===== src/design/assert_macros.svh =====
// Assertion helpers clocked on clk, disabled while rst_n is low.
`ifndef ASSERT_MACROS_SVH
`define ASSERT_MACROS_SVH

// Same-cycle implication.
`define ASSERT_IMPL(name, ante, cons, msg) \
    name: assert property (@(posedge clk) disable iff (!rst_n) (ante) |-> (cons)) \
        else $error(msg);

// Next-cycle implication.
`define ASSERT_NEXT(name, ante, cons, msg) \
    name: assert property (@(posedge clk) disable iff (!rst_n) (ante) |=> (cons)) \
        else $error(msg);

`endif


===== src/design/bfma_pkg.sv =====
package bfma_pkg;

    localparam int SAMPLE_W = 10;
    localparam int MEAN_W   = 18;
    localparam int SUM_W    = 17;
    localparam int COUNT_W  = 8;

    localparam int STATE_W = 3;
    typedef logic [STATE_W-1:0] state_t;

    localparam state_t S_IDLE = 3'd0;
    localparam state_t S_READ = 3'd1;
    localparam state_t S_DIV  = 3'd2;
    localparam state_t S_DONE = 3'd3;

endpackage


===== src/design/box_filter_moving_average.sv =====
// Moving-average box filter. Each sample request returns one result: the sum of the last
// WINDOW samples (fewer until the window first fills), the number of samples held, and the
// mean with FRAC_BITS fraction bits, truncated. The oldest sample is read from the single-port
// ring memory as the sample request is taken, then the S_READ state updates the sum and count,
// the restoring divider in S_DIV produces one quotient bit per cycle, and S_DONE loads the
// output register. sample_ready is high only while the sequencer is idle, which it is again
// the cycle after the load, so a new sample is not taken before the last one is through. A
// finished result waits in the output register without holding up the next sample request;
// if it is still waiting when the next quotient is done, the sequencer holds until it is taken.
`include "assert_macros.svh"

module box_filter_moving_average #(
    parameter int WINDOW      = 128,
    parameter int SAMPLE_BITS = 10,
    parameter int FRAC_BITS   = 8
) (
    input  logic                          clk,
    input  logic                          rst_n,
    input  logic                          sample_valid,
    output logic                          sample_ready,
    input  logic [bfma_pkg::SAMPLE_W-1:0] sample,
    output logic                          result_valid,
    input  logic                          result_ready,
    output logic [bfma_pkg::MEAN_W-1:0]   mean_value,
    output logic [bfma_pkg::SUM_W-1:0]    window_sum,
    output logic [bfma_pkg::COUNT_W-1:0]  fill_count
);

    import bfma_pkg::*;

    localparam int AW   = $clog2(WINDOW);
    localparam int CW   = $clog2(WINDOW + 1);
    localparam int SUMW = SAMPLE_BITS + AW;
    localparam int QW   = SUMW + FRAC_BITS;
    localparam int ITW  = $clog2(QW + 1);

    logic [SAMPLE_BITS-1:0] mem [WINDOW];
    logic [SAMPLE_BITS-1:0] rd_data_reg;

    state_t                 state_reg, state_next;
    logic [SAMPLE_BITS-1:0] s_reg, s_next;
    logic [AW-1:0]          slot_reg, slot_next;
    logic [CW-1:0]          cnt_reg, cnt_next;
    logic [SUMW-1:0]        sum_reg, sum_next;
    logic [QW-1:0]          dq_reg, dq_next;
    logic [CW-1:0]          rem_reg, rem_next;
    logic [ITW-1:0]         it_reg, it_next;
    logic                   out_valid_reg, out_valid_next;
    logic [QW-1:0]          out_mean_reg, out_mean_next;
    logic [SUMW-1:0]        out_sum_reg, out_sum_next;
    logic [CW-1:0]          out_cnt_reg, out_cnt_next;

    logic [SAMPLE_BITS+SAMPLE_W-1:0] sample_ext;
    logic                            full;
    logic [SUMW-1:0]                 old_term;
    logic [SUMW-1:0]                 upd_sum;
    logic [CW:0]                     shifted;
    logic                            ge;
    logic                            load_out;
    logic [QW+MEAN_W-1:0]            mean_ext;
    logic [SUMW+SUM_W-1:0]           sum_ext;
    logic [CW+COUNT_W-1:0]           cnt_ext;

    assign sample_ext = {{SAMPLE_BITS{1'b0}}, sample};
    assign full       = (cnt_reg >= CW'(WINDOW));
    assign old_term   = full ? {{AW{1'b0}}, rd_data_reg} : '0;
    assign upd_sum    = sum_reg - old_term + {{AW{1'b0}}, s_reg};
    assign shifted    = {rem_reg, dq_reg[QW-1]};
    assign ge         = (shifted >= {1'b0, cnt_reg});
    assign load_out   = (state_reg == S_DONE) && (!out_valid_reg || result_ready);

    always_comb
    begin
        state_next     = state_reg;
        s_next         = s_reg;
        slot_next      = slot_reg;
        cnt_next       = cnt_reg;
        sum_next       = sum_reg;
        dq_next        = dq_reg;
        rem_next       = rem_reg;
        it_next        = it_reg;
        out_mean_next  = out_mean_reg;
        out_sum_next   = out_sum_reg;
        out_cnt_next   = out_cnt_reg;
        out_valid_next = out_valid_reg && !result_ready;

        unique case (state_reg)
            S_IDLE:
            begin
                if (sample_valid)
                begin
                    s_next     = sample_ext[SAMPLE_BITS-1:0];
                    state_next = S_READ;
                end
            end
            S_READ:
            begin
                sum_next   = upd_sum;
                cnt_next   = full ? cnt_reg : cnt_reg + CW'(1);
                slot_next  = (slot_reg == AW'(WINDOW - 1)) ? '0 : slot_reg + AW'(1);
                dq_next    = QW'(upd_sum) << FRAC_BITS;
                rem_next   = '0;
                it_next    = ITW'(QW);
                state_next = S_DIV;
            end
            S_DIV:
            begin
                rem_next = ge ? CW'(shifted - {1'b0, cnt_reg}) : shifted[CW-1:0];
                dq_next  = {dq_reg[QW-2:0], ge};
                it_next  = it_reg - ITW'(1);
                if (it_reg == ITW'(1))
                begin
                    state_next = S_DONE;
                end
            end
            S_DONE:
            begin
                if (load_out)
                begin
                    out_mean_next  = dq_reg;
                    out_sum_next   = sum_reg;
                    out_cnt_next   = cnt_reg;
                    out_valid_next = 1'b1;
                    state_next     = S_IDLE;
                end
            end
            default:
            begin
                state_next = S_IDLE;
            end
        endcase
    end

    // Ring memory: read the oldest entry every cycle, overwrite it once the sum is updated.
    always_ff @(posedge clk)
    begin
        if (state_reg == S_READ)
        begin
            mem[slot_reg] <= s_reg;
        end
        rd_data_reg <= mem[slot_reg];
    end

    always_ff @(posedge clk or negedge rst_n)
    begin
        if (!rst_n)
        begin
            state_reg     <= S_IDLE;
            slot_reg      <= '0;
            cnt_reg       <= '0;
            sum_reg       <= '0;
            out_valid_reg <= 1'b0;
        end
        else
        begin
            state_reg     <= state_next;
            slot_reg      <= slot_next;
            cnt_reg       <= cnt_next;
            sum_reg       <= sum_next;
            out_valid_reg <= out_valid_next;
        end
    end

    always_ff @(posedge clk)
    begin
        s_reg        <= s_next;
        dq_reg       <= dq_next;
        rem_reg      <= rem_next;
        it_reg       <= it_next;
        out_mean_reg <= out_mean_next;
        out_sum_reg  <= out_sum_next;
        out_cnt_reg  <= out_cnt_next;
    end

    assign mean_ext = {{MEAN_W{1'b0}}, out_mean_reg};
    assign sum_ext  = {{SUM_W{1'b0}}, out_sum_reg};
    assign cnt_ext  = {{COUNT_W{1'b0}}, out_cnt_reg};

    assign sample_ready = (state_reg == S_IDLE);
    assign result_valid = out_valid_reg;
    assign mean_value   = mean_ext[MEAN_W-1:0];
    assign window_sum   = sum_ext[SUM_W-1:0];
    assign fill_count   = cnt_ext[COUNT_W-1:0];

    `ASSERT_IMPL(a_cnt_range, 1'b1, cnt_reg <= CW'(WINDOW), "fill count above window")
    `ASSERT_NEXT(a_busy_after_req, sample_valid && sample_ready, !sample_ready,
                 "ready held high after sample request")
    `ASSERT_IMPL(a_rem_below_div, state_reg == S_DIV, rem_reg < cnt_reg,
                 "divider remainder not below divisor")
    `ASSERT_IMPL(a_out_cnt_nonzero, out_valid_reg, out_cnt_reg != '0,
                 "result with zero fill count")

endmodule

===== config.mk =====
export PLATFORM = sky130hd
export DESIGN_NAME = box_filter_moving_average
export DESIGN_NICKNAME = d
export VERILOG_FILES = /design/src/design/bfma_pkg.sv /design/src/design/box_filter_moving_average.sv
export VERILOG_INCLUDE_DIRS = /design/src /design/src/design
export SDC_FILE = /design/constraint.sdc
export NUM_CORES = 1
export LEC_CHECK = 0
export BUFFER_PORTS_ARGS = -buffer_cell sky130_fd_sc_hd__buf_2
export CELL_PAD_IN_SITES_DETAIL_PLACEMENT = 1
export CELL_PAD_IN_SITES_GLOBAL_PLACEMENT = 2
export CORE_MARGIN = 4
export CORE_UTILIZATION = 45
export CTS_CLUSTER_DIAMETER = 40
export CTS_CLUSTER_SIZE = 28
export DETAILED_ROUTE_END_ITERATION = 12
export PLACE_DENSITY_LB_ADDON = 0.1
export SLEW_MARGIN = 10
export SYNTH_ARGS = -nofsm -noshare
export SYNTH_HDL_FRONTEND = slang
export SYNTH_SLANG_ARGS = --single-unit

===== constraint.sdc =====
create_clock -name clk -period 10.3 [get_ports clk]
set_input_delay 2.06 -clock clk [delete_from_list [all_inputs] [get_ports clk]]
set_output_delay 2.06 -clock clk [all_outputs]
set_load 0.01 [all_outputs]

# After elaboration in Yosys (flattened, before gate mapping)
# Memories as Yosys holds them, arrays and structs flattened. A register that Yosys moved wholly into a read port is not among the register bits.
# Index checks and enable logic that the tools add are counted.
[totals]
ram_bits = 1280
mem_count = 1
wordCells = 55
inputBits = 14
register_bits = 127
output_inout_bits = 45
[classes]
addsub = 6
eq_ne = 8
reduce_logical = 11
order_cmp = 2
bitwise_logic = 1
n_mux = 14
[memory_table]
columns = ["memory", "words", "word_bits", "read_ports", "rd_clocked_by_memory_dff", "wr", "line_no", "source"]
rows = [
  ["mem", 128, 10, 1, 1, 1, "box_filter_moving_average.sv:37", "logic [SAMPLE_BITS-1:0] mem [WINDOW];"],
]
[op_table]
columns = ["operator", "count"]
rows = [
  ["one-hot mux 25 bit (2 select lines)", 1],
  ["adder 17 x 10 -> 17 bit", 1],
  ["subtractor 17 x 10 -> 17 bit", 1],
  ["one-hot mux 8 bit (2 select lines)", 1],
  ["one-hot mux 3 bit (4 select lines)", 1],
  ["2-to-1 mux 10 bit", 1],
  ["one-hot mux 5 bit (2 select lines)", 1],
  ["greater-or-equal comparator 9 x 8 -> 1 bit", 1],
  ["2-to-1 mux 3 bit", 3],
  ["adder 8 x 1 -> 8 bit (second input constant)", 1],
  ["greater-or-equal comparator 8 bit (second input constant)", 1],
  ["2-to-1 mux 8 bit", 1],
  ["subtractor 8 bit", 1],
  ["adder 7 x 1 -> 7 bit (second input constant)", 1],
  ["== test 7 bit (second input constant)", 1],
  ["2-to-1 mux 7 bit", 1],
  ["== test 3 x 2 -> 1 bit (second input constant)", 2],
  ["inequality test 2 bit (second input constant)", 3],
  ["AND reduction 2 bit", 3],
  ["== test 5 x 1 -> 1 bit (second input constant)", 1],
  ["subtractor 5 x 1 -> 5 bit (second input constant)", 1],
  ["2-to-1 mux 1 bit", 4],
  ["== test 3 x 1 -> 1 bit (second input constant)", 1],
  ["zero test 3 bit", 1],
  ["6 further kinds", 8],
]

# Logic depth before layout (Yosys ltp)
# Gate-level depths: netlist (run 1).
[depth]
word_depth = 5
mapped_depth = 14
mapped_depth_nobuf = 13

# Worst setup path before layout (run 1)
# OpenSTA, ideal clock, no wires.
[synth_path]
path_kind = "register to register"
start = "register s_reg[2]"
end = "register dq_reg[18] (data pin)"
setup_ns = 0.256
setup_slack_ns = 5.569
t_arrival_ns = 4.475
path_stages_with_launch = 12
period_less_slack_ns = 4.731
path_buffers = 0
t_required_ns = 10.044
cell_sequence = "edfxtp_1 inv_1 fa_1 inv_1 ha_1 nor2b_1 o31a_1 o41ai_1 a21oi_1 o21a_1 or3_1 a31o_2"
[synth_via]
elab_chain_cells = 2
[synth_lines]
columns = ["element", "line_no", "source"]
rows = [
  ["start: declaration", "box_filter_moving_average.sv:41", "logic [SAMPLE_BITS-1:0] s_reg, s_next;"],
  ["start signal: assignment", "box_filter_moving_average.sv:166", "s_reg <= s_next;"],
  ["adder 17 x 10 -> 17 bit", "box_filter_moving_average.sv:67", "assign upd_sum = sum_reg - old_term + {{AW{1'b0}}, s_reg};"],
  ["one-hot mux 25 bit (2 select lines)", "box_filter_moving_average.sv:87", "unique case (state_reg)"],
  ["named net dq_next[18]", "box_filter_moving_average.sv:45", "logic [QW-1:0] dq_reg, dq_next;"],
  ["end signal: assignment", "box_filter_moving_average.sv:167", "dq_reg <= dq_next;"],
  ["end: declaration", "box_filter_moving_average.sv:45", ""],
]
# The timed path passes the listed nets, and every way through them passes these cells.
# A chain may end at the register's enable or synchronous reset.

# Worst setup path in the final report (run 1)
[layout_path]
start = "register slot_reg[0]"
end = "memory mem[123][0], enable pin"
[layout_lines]
columns = ["element", "line_no", "source"]
rows = [
  ["start: declaration", "box_filter_moving_average.sv:42", "logic [AW-1:0] slot_reg, slot_next;"],
  ["start signal: assignment", "box_filter_moving_average.sv:157", "slot_reg <= slot_next;"],
  ["end: declaration", "box_filter_moving_average.sv:37", ""],
]
# No word-level cell before the write port.

==> flow_metrics.py, run 1 <==
metrics = {
    "final_layout": {
        "drive_gt1_frac": 0.213,
        "layout_common_cells": "1371 x edfxtp_1, 219 x nor2_1, 189 x clkbuf_16",
        "num-fill-cells": 11400,
        "ff_latch_area_mm2": 0.0423,
        "largest_reg_flops": 1280,
        "layout_commonest_cell": "edfxtp_1",
        "multiInputGateArea_mm2": 0.0129,
        "fin_nets": 3446,
        "area_delta_synth_final_pct": 15.4,
    },
    "pwr": {
        "power_density_mw_per_mm2": 306,
        "clkPwrFrac": 0.335,
        "pwr-share-seq": 0.360,
        "p_sw_mw": 7.00,
        "power_frac_comb": 0.305,
        "ir_worst_vdd_v": 0.000173,
        "p_leak_nw": 21.3,
        "intPower_mw": 12.9,
        "switching_share": 0.352,
    },
    "worst_setup_path": {
        "start_kind": "flip-flop",
        "worstPathArrival_ns": 5.74,
        "worstSetupPathType": "flip-flop to flip-flop",
        "r2r-end": "mem[123][0]$_DFFE_PP_",
        "slowest_stage": "dfrtp_4",
        "r2r_slack_ns": 4.99,
        "r2r_cells": 7,
        "rr_startpoint": "slot_reg[0]$_DFFE_PN0P_",
        "path_cells": "buf_4, buf_4, and2_1, buf_4, nand3_1, buf_4, nor2_1",
        "cp_slowest_stage_delay_ns": 0.92,
        "critPathRequiredTime_ns": 10.73,
        "path_max_fanout": 46,
        "endpoint_kind": "flip-flop",
        "crit_top_cell": "buf_4",
    },
    "min_path": {
        "holdPathStages": 0,
        "hold_class": "flip-flop to flip-flop",
        "holdPathEnd": "window_sum[2]$_DFFE_PP_",
        "worstHoldStart": "sum_reg[2]$_DFFE_PN0P_",
    },
    "sta": {
        "grt_setup_unrepaired": "false",
        "setup_viol": 0,
        "skew_ns": 0.0337,
        "worst_slew_pin_slew_ns": 1.37,
        "finalCritPeriodShare": 0.515,
        "maxSlewHeadroom": 0.0839,
        "finalCriticalPeriod_ns": 5.31,
        "finalHoldViolations": 0,
        "fin_setup_tns_ns": 0,
        "postLayoutSetupSlackWorst_ns": 4.99,
        "fmax_ghz": 0.188,
        "finalMaxSlewViolations": 0,
    },
    "floorplanning": {
        "rows": 129,
        "start_util": 0.455,
        "fp.dieArea_mm2": 0.131,
        "die_w_um": 362,
        "dieHeight_um": 362,
        "boundaryPins": 59,
        "core_area_mm2": 0.124,
    },
    "synth": {
        "ys_seq_area_frac": 0.749,
        "syn_area_mm2": 0.0564,
        "ys.flop_type": "edfxtp_1",
        "yosysUniqueCellTypes": 82,
        "synth_edf_count": 1371,
        "syn_nets": 3284,
        "synth_warnings": 0,
        "async_reset_ff_frac": 0.0247,
        "synthTopCellsByArea": "edfxtp_1 73%, mux4_2 5.8%, mux2i_1 2.2%",
        "synth.avg_cell_area_um2": 17.5,
        "yosysTopAreaCell": "edfxtp_1",
        "synth_seq_cells": 1416,
        "synth_top_area_share": 0.730,
        "postSynthCellCount": 3225,
    },
    "route": {
        "drt_pass1_iterations": 7,
        "dr.first_iter.drc_count": 3713,
        "drcViolationCount": 0,
        "wl_per_cell_um": 34.5,
        "vias": 32400,
        "drt_wl_total_um": 179000,
        "ant_nets": 0,
        "vias_per_cell": 6.24,
    },
    "flow_run": {
        "maxCapViolCount": 0,
    },
    "grt": {
        "grt_pass1_wl_um": 256000,
        "grt_pass1_vias": 33500,
        "grt_max_degree": 128,
        "grt-ovfl-total": 0,
        "grt_usage": 0.274,
        "antenna_found_initial": 6,
    },
    "clocking": {
        "numCtsBuffers": 187,
        "clock_path_buffers": 3,
        "cts.sinks": 1416,
        "htreeDepth": 4,
        "root_buffer": "clkbuf_16",
        "clkTransAtPathRegs_ns": 0.06,
        "cts_setup_buffers": 0,
        "clk_latency_ns": 0.81,
        "cts_tree": "built",
        "ctsResizeCount": 0,
        "ctsHoldBuffers": 0,
    },
    "placement": {
        "place.gp.congestion": 0.882,
        "place_ws_ns": 5.00,
        "hpwl_um": 109000,
        "portBuffers": 58,
    },
    "outcome": {
        "outcome": "finished clean",
    },
}
-- cells by family after synthesis --
family                     Yosys count  synth area share
AOI/OAI and AO/OA                  576            0.0730
DFF                               1416             0.749
muxes                              349            0.0959
and+or+nand+nor                    543            0.0413
adders and majority gates           45            0.0114
buffers and inverters              266            0.0250
xor gates and xnor gates            30           0.00466
-- critical path: cells and delay by family (launching register included) --
kind          cells  cell delay, ns
simple gates      3            1.58
flops             1            0.92
buf+inv           4            2.33
-- synth_stat cells, types with 8 or more instances --
master       n
nor2b_1     13
o22ai_1     41
ha_1        34
nor2_1     231
nand3_1     26
inv_1       69
o21a_1      10
a211oi_1    12
xnor2_1     18
o211ai_1     8
buf_6       29
a221oi_1   112
clkbuf_1    60
a22o_1      15
nor3_1      17
and3_1      10
mux4_2     145
o21ai_0     94
edfxtp_1  1371
buf_2       73
a31oi_1     18
buf_4       22
o221ai_1    18
nand2_1    185
dfrtp_1     35
a221o_1     24
and2_1      26
mux2i_1    125
a22oi_1     47
a21oi_1     96
mux2_2      75
xor2_1      12
fa_1        11
dfxtp_1     10
-- cell type report --
cell class              count  share of cell area
inverters                  73             0.00427
diodes                      5            0.000192
multi-input cells        1543               0.197
repair buffers            166              0.0176
clock inverters           145              0.0258
flip-flops and latches   1416               0.649
well taps                1637              0.0315
clock buffers             206              0.0741
-- power groups by stage --
stage / Sequential, mW / Combinational [mW] / Clock (mW)
after global placement: 7.27 / 5.93 / 0
after CTS: 7.17 / 6.03 / 6.77
after global routing: 7.20 / 6.38 / 7.06
after floorplan: 7.28 / 3.66 / 0
final: 7.17 / 6.06 / 6.67
after detailed placement: 7.29 / 6.00 / 0
-- worst max-delay path by stage --
stage                            startpoint                    end  slack, ns  cells past startpoint
finish              slot_reg[0]$_DFFE_PN0P_  mem[123][0]$_DFFE_PP_       4.99                      7
global route        slot_reg[0]$_DFFE_PN0P_  mem[123][0]$_DFFE_PP_       4.86                      7
CTS                 slot_reg[0]$_DFFE_PN0P_  mem[123][0]$_DFFE_PP_       5.02                      7
detailed placement  slot_reg[0]$_DFFE_PN0P_  mem[123][6]$_DFFE_PP_       5.00                      7
global placement    slot_reg[0]$_DFFE_PN0P_  mem[123][5]$_DFFE_PP_       5.06                      7
floorplan                s_reg[2]$_DFFE_PP_   dq_reg[18]$_DFFE_PP_       5.57                     11
-- metal layers --
| metal | up-vias | track usage | part of all wire |
|---|---|---|---|
| met4 | 2 | 0.0985 | 0.037 |
| met5 | - | 0 | 0.000067 |
| met3 | 342 | 0.0552 | 0.080 |
| met2 | 1583 | 0.436 | 0.47 |
| li1 | 13300 | - | - |
| met1 | 17200 | 0.380 | 0.41 |
-- metrics by stage --
step,instances,utilization,power [mW],instance area [µm²],hold WS (ns)
floorplan,3225,-,10.9,56400,0.418
global placement,4834,0.472,13.2,58500,0.434
detailed placement,4834,0.472,13.3,58500,0.436
CTS,5185,0.524,20.0,65000,0.450
global route,5186,0.524,20.6,65100,0.461
finish,5191,0.525,19.9,65100,0.445
Power figures use the tool's default switching activity.
==> run 2, diff against run 1 <==
--- a/config.mk
+++ b/config.mk
@@ -6,11 +6,12 @@
 export SDC_FILE = /design/constraint.sdc
 export NUM_CORES = 1
 export LEC_CHECK = 0
+export ABC_AREA = 1
 export BUFFER_PORTS_ARGS = -buffer_cell sky130_fd_sc_hd__buf_2
 export CELL_PAD_IN_SITES_DETAIL_PLACEMENT = 1
 export CELL_PAD_IN_SITES_GLOBAL_PLACEMENT = 2
 export CORE_MARGIN = 4
-export CORE_UTILIZATION = 45
+export CORE_UTILIZATION = 42
 export CTS_CLUSTER_DIAMETER = 40
 export CTS_CLUSTER_SIZE = 28
 export DETAILED_ROUTE_END_ITERATION = 12
==> constraint.sdc (replaced) <==
create_clock -name clk -period 5.2 [get_ports clk]
set_input_delay 1.04 -clock clk [delete_from_list [all_inputs] [get_ports clk]]
set_output_delay 1.04 -clock clk [all_outputs]
set_load 0.01 [all_outputs]
==> flow_metrics.py, run 2 <==
metrics = {
    "synth": {
        "syn_nets": 6142,
        "synth.avg_cell_area_um2": 10.0,
        "synthTopCellsByArea": "edfxtp_1 68%, nand2_1 23%, nor2_1 1.7%",
        "yosysUniqueCellTypes": 33,
        "postSynthCellCount": 6083,
        "synth_commonest_cells": "3765 x nand2_1, 1371 x edfxtp_1, 273 x nor2_1, 160 x buf_2, 129 x inv_1",
        "synth_warnings": 0,
        "async_reset_ff_frac": 0.0247,
        "ys_seq_area_frac": 0.694,
        "ys.flop_type": "edfxtp_1",
        "syn_area_mm2": 0.0608,
        "yosysTopAreaCell": "edfxtp_1",
        "synth_top_area_share": 0.677,
        "synth_seq_cells": 1416,
        "yosysMostFrequentCell": "nand2_1",
        "synth_edf_count": 1371,
    },
    "clocking": {
        "htreeDepth": 4,
        "cts_setup_buffers": 0,
        "clock_path_buffers": 3,
        "clk_latency_ns": 0.81,
        "clkTransAtPathRegs_ns": 0.06,
        "root_buffer": "clkbuf_16",
        "ctsResizeCount": 0,
        "numCtsBuffers": 215,
        "cts.sinks": 1416,
        "ctsHoldBuffers": 0,
        "cts_tree": "built",
    },
    "grt": {
        "grt-ovfl-total": 0,
        "grt_pass1_vias": 43600,
        "grt_max_degree": 167,
        "grt_usage": 0.241,
        "grt_pass1_wl_um": 276000,
        "antenna_found_initial": 1,
    },
    "route": {
        "drt_wl_total_um": 183000,
        "drcViolationCount": 0,
        "wl_per_cell_um": 22.1,
        "drt_pass1_iterations": 5,
        "dr.first_iter.drc_count": 2398,
        "vias": 41800,
        "vias_per_cell": 5.07,
        "ant_nets": 0,
    },
    "sta": {
        "finalHoldViolations": 0,
        "setup_viol": 0,
        "worst_slew_pin_slew_ns": 1.13,
        "skew_ns": 0.0304,
        "grt_setup_unrepaired": "false",
        "finalMaxSlewViolations": 0,
        "finalCritPeriodShare": 0.692,
        "fin_setup_tns_ns": 0,
        "postLayoutSetupSlackWorst_ns": 1.60,
        "fmax_ghz": 0.278,
        "maxSlewHeadroom": 0.241,
        "whs_ns": 0.420,
        "finalCriticalPeriod_ns": 3.60,
    },
    "final_layout": {
        "area_delta_synth_final_pct": 16.0,
        "layout_common_cells": "3765 x nand2_1, 1371 x edfxtp_1, 270 x nor2_1",
        "layout_commonest_cell": "nand2_1",
        "num-fill-cells": 15700,
        "drive_gt1_frac": 0.0848,
        "fin_nets": 6218,
        "largest_reg_flops": 1280,
    },
    "worst_setup_path": {
        "critPathRequiredTime_ns": 5.95,
        "path_max_fanout": 64,
        "worstSetupPathType": "flip-flop to flip-flop",
        "cp_slowest_stage_delay_ns": 1.00,
        "path_cells": "buf_4, buf_4, nand2_1, nand2_1, nand2_1, nand2_1, nand2_1, nand2_1, nand2_1, nand2_1, nor2_1, nor2_1, nor2_1, nand2_1",
        "start_kind": "flip-flop",
        "crit_top_cell": "nand2_1",
        "worstPathArrival_ns": 4.35,
        "endpoint_kind": "flip-flop",
        "slowest_stage": "dfrtp_4",
    },
    "pwr": {
        "power_density_mw_per_mm2": 590,
        "ir_worst_vdd_v": 0.000467,
        "p_leak_nw": 29.6,
        "p_total_mw": 41.7,
    },
    "placement": {
        "place.gp.congestion": 0.799,
        "portBuffers": 58,
        "hpwl_um": 104000,
        "place_ws_ns": 1.59,
    },
    "floorplanning": {
        "fp.dieArea_mm2": 0.151,
        "core_area_mm2": 0.144,
        "dieHeight_um": 389,
        "die_w_um": 389,
        "boundaryPins": 59,
        "start_util": 0.423,
        "rows": 139,
    },
    "flow_run": {
        "maxCapViolCount": 0,
    },
    "min_path": {
        "hold_class": "primary input to flip-flop",
    },
    "outcome": {
        "outcome": "finished clean",
    },
}
==> run 2: cell count changes in the layout (fill, tap and decap cells not counted), moves of 32 or more <==
cell and change:
nand2_1 +3580, a22oi_1 -47, o21ai_0 -56, mux2i_1 -125, o22ai_1 -39, inv_1 +61, clkbuf_16 +32, nor2_1 +51
mux4_2 -145, a221oi_1 -112, mux2_2 -75, a21oi_1 -69
==> run 2: cell families (layout without fill, tap and decap cells) <==
logic type	after synthesis	count (layout)	share of synthesized area
adders and majority gates	45	45	0.0106
buffers and inverters	423	686	0.0305
DFF	1416	1416	0.694
other	0	1	0
xor gates and xnor gates	23	23	0.00331
AOI/OAI and AO/OA	81	81	0.00724
and+or+nand+nor	4095	4095	0.254
==> run 2: worst paths after layout <==
path                                              to               startpoint  cells past startpoint  slack [ns]
max reg2reg                   rd_data_reg[3]$_DFF_P_  slot_reg[0]$_DFFE_PN0P_                     14        1.60
min reg2reg                out_mean_reg[4]$_DFFE_PP_  dq_reg[4]$_SDFFCE_PN0P_                      0        0.45
min                               s_reg[0]$_DFFE_PP_                sample[0]                      1        0.42
min in group asynchronous     cnt_reg[3]$_DFFE_PN0P_                    rst_n                      1        0.43
max                           rd_data_reg[3]$_DFF_P_  slot_reg[0]$_DFFE_PN0P_                     14        1.60
max in group asynchronous    slot_reg[2]$_DFFE_PN0P_                    rst_n                      1        4.03
==> run 2: metal layers <==
metal / share of wire / up-vias / global-route usage
met4: 0.024 / 0 / 0.0663
met5: 0 / - / 0
met2: 0.49 / 804 / 0.412
met1: 0.45 / 20900 / 0.326
li1: - / 19800 / -
met3: 0.037 / 263 / 0.0316
==> run 2: layout make-up <==
type / instances / area (µm²) / share of cell area
Sequential cell: 1416 / 42300 / 0.599
Multi-Input combinational cell: 4244 / 16800 / 0.238
Clock buffer: 235 / 5590 / 0.0792
Tap cell: 1903 / 2380 / 0.0337
Clock inverter: 169 / 1860 / 0.0264
Timing Repair Buffer: 149 / 1190 / 0.0168
Inverter: 133 / 519 / 0.00736
Antenna cell: 1 / 2.50 / 0.0000355
==> run 2: stage by stage <==
stage	instance area, µm²	instances	util
after global routing	70600	8249	0.491
after floorplan	60800	6083	-
after detailed placement	63100	7845	0.439
after CTS	70600	8249	0.491
after global placement	63100	7845	0.439
final	70600	8250	0.491
==> run 2: power breakdown <==
group | switching (mW) | internal, mW
combinational | 9.50 | 3.29
sequential | 0.570 | 13.6
clock | 5.66 | 9.07
total | 15.7 | 25.9
==> run 2: critical path: cells and delay by family, from the launching register on <==
| kind | cells | cell delay, ns |
|---|---|---|
| buffers and inverters | 2 | 1.29 |
| AND/OR/NAND/NOR | 12 | 1.15 |
| flip-flops | 1 | 1.00 |
